File: src/hdl/dsi_pkg.sv
// Shared types and request codes for the distinct set intersection block.
package dsi_pkg;

    localparam int unsigned VALUE_W = 32;
    localparam int unsigned COUNT_OUT_W = 7;

    localparam logic [1:0] REQ_CLEAR = 2'd0;
    localparam logic [1:0] REQ_LOAD  = 2'd1;
    localparam logic [1:0] REQ_PROBE = 2'd2;

    typedef enum logic [1:0] {
        ST_IDLE,
        ST_CMP,
        ST_DONE
    } t_state;

    typedef struct packed {
        logic compare;
        logic shift_sec;
        logic shift_emt;
    } t_cell_ctl;

endpackage

File: src/hdl/dsi_cell.sv
// One cell of the store chain: a second-set entry, an emitted entry and their comparators.
module dsi_cell (
    input  logic                             i_clk,
    input  dsi_pkg::t_cell_ctl               i_ctl,
    input  logic [dsi_pkg::VALUE_W-1:0]      i_key,
    input  logic                             i_sec_vld,
    input  logic                             i_emt_vld,
    input  logic [dsi_pkg::VALUE_W-1:0]      i_sec_prev,
    input  logic [dsi_pkg::VALUE_W-1:0]      i_emt_prev,
    output logic [dsi_pkg::VALUE_W-1:0]      o_sec_val,
    output logic [dsi_pkg::VALUE_W-1:0]      o_emt_val,
    output logic                             o_sec_hit,
    output logic                             o_emt_hit
);

    logic [dsi_pkg::VALUE_W-1:0] r_sec_val;
    logic [dsi_pkg::VALUE_W-1:0] r_emt_val;
    logic                        r_sec_hit;
    logic                        r_emt_hit;

    always_ff @(posedge i_clk) begin
        if (i_ctl.shift_sec) begin
            r_sec_val <= i_sec_prev;
        end
        if (i_ctl.shift_emt) begin
            r_emt_val <= i_emt_prev;
        end
        if (i_ctl.compare) begin
            r_sec_hit <= i_sec_vld && (r_sec_val == i_key);
            r_emt_hit <= i_emt_vld && (r_emt_val == i_key);
        end
    end

    assign o_sec_val = r_sec_val;
    assign o_emt_val = r_emt_val;
    assign o_sec_hit = r_sec_hit;
    assign o_emt_hit = r_emt_hit;

endmodule

File: config.mk
export PLATFORM = sky130hd
export DESIGN_NAME = dsi_cell
export DESIGN_NICKNAME = d
export VERILOG_FILES = /design/src/hdl/dsi_pkg.sv /design/src/hdl/dsi_cell.sv
export SDC_FILE = /design/constraint.sdc
export NUM_CORES = 1
export LEC_CHECK = 0
export ABC_AREA = 1
export BUFFER_PORTS_ARGS = -buffer_cell sky130_fd_sc_hd__buf_4
export CORE_ASPECT_RATIO = 1.25
export CORE_MARGIN = 2
export CORE_UTILIZATION = 40
export CTS_CLUSTER_SIZE = 14
export DETAILED_ROUTE_END_ITERATION = 7
export PLACE_DENSITY = 0.75
export SLEW_MARGIN = 20
export SYNTH_ARGS = -nofsm -noshare
export SYNTH_HDL_FRONTEND = slang
export SYNTH_SLANG_ARGS = --single-unit
File: constraint.sdc
create_clock -name i_clk -period 1.24 [get_ports i_clk]
set_input_delay 0.124 -clock i_clk [delete_from_list [all_inputs] [get_ports i_clk]]
set_output_delay 0.124 -clock i_clk [all_outputs]
set_load 0.02 [all_outputs]
==> Flow_metrics.wiki <==
{| class="wikitable"
! Metric !! Value
|-
| Run status || finished, violations left
|-
| Violated checks || negative setup slack
|-
| Wire length on met1 || 3.55 mm
|-
| Arithmetic-cell share of the synthesized area counting full adders, half adders and majority gates || 0%
|-
| Die Span X || between 80 and 90 um
|-
| Critical Setup Path Class || register to register
|-
| Class of the tightest hold or removal check || input port to register
|-
| Number of distinct library cells after synthesis || 14
|-
| Synthesized netlist net count || 435
|-
| Number of antenna violations at the first check in global routing || 0
|-
| Hold Path Sink || o_sec_val[28]
|-
| Most frequent cells in the layout || sky130_fd_sc_hd__buf_4, sky130_fd_sc_hd__nand2_1, sky130_fd_sc_hd__edfxtp_1
|-
| Aggregate routed wire length || between 10 and 15 mm
|-
| Count of port buffers added during placement || 167
|-
| Average footprint of a synthesized cell || 9.32 um^2
|-
| Final setup violating endpoints || 1
|-
| # clock sinks || 66
|-
| Share of Yosys cell area claimed by the top area cell type || a little under two thirds
|-
| Total DRC errors in the routed layout || 0
|-
| Max rail drop VDD || approximately 830 uV
|-
| Clock root buffer master || sky130_fd_sc_hd__clkbuf_8
|-
| Startpoint of the most critical register-to-register path || o_sec_val[28]
|-
| Weighted congestion reported at the end of routability-driven placement || around 0.77
|-
| Dpl hpwl || about 7.4 mm
|-
| All-Layer GR Usage || about a quarter
|-
| Worst R2R Setup Slack || -0.02 ns
|-
| Initial core utilization || about two fifths
|-
| Post-Route Skew || roughly 0.011 ns
|-
| Detailed route wirelength on metal2 || between 5 and 6 mm
|-
| Final setup margin || -0.0175 ns
|-
| Layout overhead on the synthesized area || 72.3%
|-
| Transition time at the pin with the least slew margin || ~0.47 ns
|-
| Total number of yosys warnings || 0
|-
| Share of the cycle needed by the critical path after routing || 101%
|-
| Top area cells in the synthesized netlist || sky130_fd_sc_hd__edfxtp_1, sky130_fd_sc_hd__nand2_1, sky130_fd_sc_hd__inv_1
|-
| HP Start || i_ctl[1]
|-
| Setup repair after global routing missed its margin || true
|-
| Power density relative to cell area || 1060 mW/mm^2
|-
| Worst-path fanout max || 3
|-
| Area occupied by multi-input gates || about 900 um^2
|-
| Worst hold slack || roughly 0.26 ns
|-
| Highest routed layer || met4
|-
| Total met3 wirelength after detailed routing || 595 um
|-
| Max-slew violation total from the final report || 0
|-
| Total chip power || ~5700 uW
|-
| Critical path required time || between 1 and 1.5 ns
|-
| Total Die Area || 0.00848 mm^2
|-
| Core outline area || ~0.0074 mm^2
|-
| Worst-case reg-to-reg path depth || 7
|-
| Overall overflow remaining after global route || 0
|-
| Cell count after synthesis || 333
|-
| Area of the mapped netlist || 0.00310 mm^2
|-
| Setup crit end kind || register
|-
| Clock period minus worst slack || about 1.3 ns
|-
| Simple logic cell fraction of the synthesized area || between 20% and 30%
|-
| Number of cells traversed by the worst hold path || 1
|-
| Pin count of the biggest net entering global routing || 33
|-
| Number of buffers on the longest clock path || 2
|-
| Fillers || 551
|-
| Synthesized-area fraction occupied by xor and xnor cells || under 10%
|-
| Clock-pin slew of the registers on the worst-case setup and hold paths || about 0.080 ns
|-
| Number of search-and-repair iterations in the first detailed-routing pass || 4
|-
| Maximum clock frequency || 795 MHz
|-
| Commonest non-fill, non-tap cell in the layout || sky130_fd_sc_hd__buf_4
|-
| Average routed wire per standard cell || 15.5 um
|-
| Max capacitance violation total || 0
|-
| Wire length of the first global-routing pass || between 15 and 20 mm
|-
| Post-layout nets || 684
|-
| Number of global-route vias before repair || 3299
|-
| Mux contribution to synthesized area || 0%
|-
| Number of ports placed on the die boundary || roughly 170
|-
| Final count of hold timing violations || 0
|-
| CP Launch Point || o_sec_val[28]
|-
| Number of rows created at floorplan || 35
|-
| Placed insts || a little under 600
|-
| Cell type contributing the most total cell area after synthesis || sky130_fd_sc_hd__edfxtp_1
|-
| Storage element area || between 0.0015 and 0.002 mm^2
|-
| CP Launch Type || register
|-
| Synthesis-stage register bit count || 66
|-
| Clock latency reported for the late side of the worst-skew pair || approximately 0.35 ns
|-
| Routed vias || ~3.1k
|-
| Number of nets with antenna violations after detailed routing || 0
|-
| Clock tree from TritonCTS || done
|-
| Synthesized-area fraction occupied by ao, oa, aoi and oai cells || 2.02%
|-
| Vertical extent of the die || 102 um
|-
| Minimum setup slack after placement || -0.0175 ns
|-
| Antenna cells || 0
|-
| Fraction of the yosys area taken by sequential cells || a little under two thirds
|-
| Number of buffers inserted during clock tree synthesis || 9
|-
| Arrival time at the worst endpoint || around 1.5 ns
|-
| Starting DRT DRC Count || 140
|-
| Post-layout instance count excluding filler cells || around 680
|-
| Dominant combinational cell family by area after synthesis || simple AND/OR/NAND/NOR gates
|-
| Post-route standard cell area excluding fillers || approximately 0.0053 mm^2
|-
| Worst r2r dst || o_sec_hit
|-
| Pleak || approximately 0.0027 uW
|-
| Share of post-route cells with drive strength above 1 || between 30% and 40%
|-
| Placed cell area || ~0.0045 mm^2
|-
| Via/cell ratio || 4.62
|-
| Relative slew margins || 68.4%
|-
| # H-tree levels || 3
|}
## final cells by class
cell class	instances	area share, %
clock buffer	10	2.39
clock inverter	4	0.398
inverter	66	4.63
multi-input combinational	201	16.8
sequential	66	37.1
tap	92	2.15
timing repair buffer	238	36.5
## flip-flops by register name, indices dropped and copies added (netlist names)
signal     flops
o_sec_val     32
o_emt_val     32
o_sec_hit      1
o_emt_hit      1
## metal layers
layer,GRT usage [%],up-vias
met5,0,-
met4,13.7,0
met3,5.39,36
met2,46.7,130
met1,24.1,1435
li1,-,1524
## where the power goes
group          internal (uW)  switching (uW)
Combinational            710             689
Clock                    689             796
Sequential              2660             131
Total                   4060            1620
## logic make-up (layout without fill, tap and decap cells)
group	after synthesis	count (layout)
xor gates and xnor gates	17	17
DFF	66	66
and+or+nand+nor	173	173
AOI/OAI and AO/OA	11	11
buffers and inverters	66	318
## cells in the mapped netlist
| cell type | number |
|---|---|
| sky130_fd_sc_hd__o21ai_1 | 6 |
| sky130_fd_sc_hd__o211ai_1 | 2 |
| sky130_fd_sc_hd__nand3_1 | 5 |
| sky130_fd_sc_hd__inv_1 | 56 |
| sky130_fd_sc_hd__nor3_1 | 3 |
| sky130_fd_sc_hd__nor2_1 | 34 |
| sky130_fd_sc_hd__nor2_2 | 1 |
| sky130_fd_sc_hd__xor2_1 | 6 |
| sky130_fd_sc_hd__o21ai_0 | 2 |
| sky130_fd_sc_hd__edfxtp_1 | 66 |
| sky130_fd_sc_hd__nand2_1 | 130 |
| sky130_fd_sc_hd__inv_2 | 10 |
| sky130_fd_sc_hd__xnor2_1 | 11 |
| sky130_fd_sc_hd__o21a_1 | 1 |
## timing repair
item                       in CTS  in global routing
buffers inserted                1                  6
setup endpoints to repair       1                  3
pin swaps                       0                  3
hold endpoints to repair       66                  0
hold buffers                   65                  0
resized for setup               2                  7
## critical path, cell delays in order (launching register included)
cell and delay (ns):
sky130_fd_sc_hd__edfxtp_1 0.43, sky130_fd_sc_hd__nand2_1 0.11, sky130_fd_sc_hd__nand2_1 0.07, sky130_fd_sc_hd__nor2_1 0.10, sky130_fd_sc_hd__nand2_1 0.08, sky130_fd_sc_hd__nor2_2 0.14
sky130_fd_sc_hd__nand3_1 0.09, sky130_fd_sc_hd__nor2_1 0.09
## through the flow
step	setup TNS [ns]	util [%]
detailed placement	-0.0175	60.1
global placement	-0.0327	60.1
CTS	0	71.0
floorplan	0	-
global route	-0.293	71.8
finish	-0.0175	71.8
## how the worst max path moves through the flow
stage	endpoint	slack (ns)	depth (start not counted)
after floorplan	o_sec_hit	0.08	4
after global placement	o_sec_hit	-0.03	5
after detailed placement	o_sec_hit	-0.02	5
after CTS	o_sec_hit	0.001	7
after global routing	o_sec_hit	-0.17	8
final	o_sec_hit	-0.02	7
(Power assumes the default switching activity.)
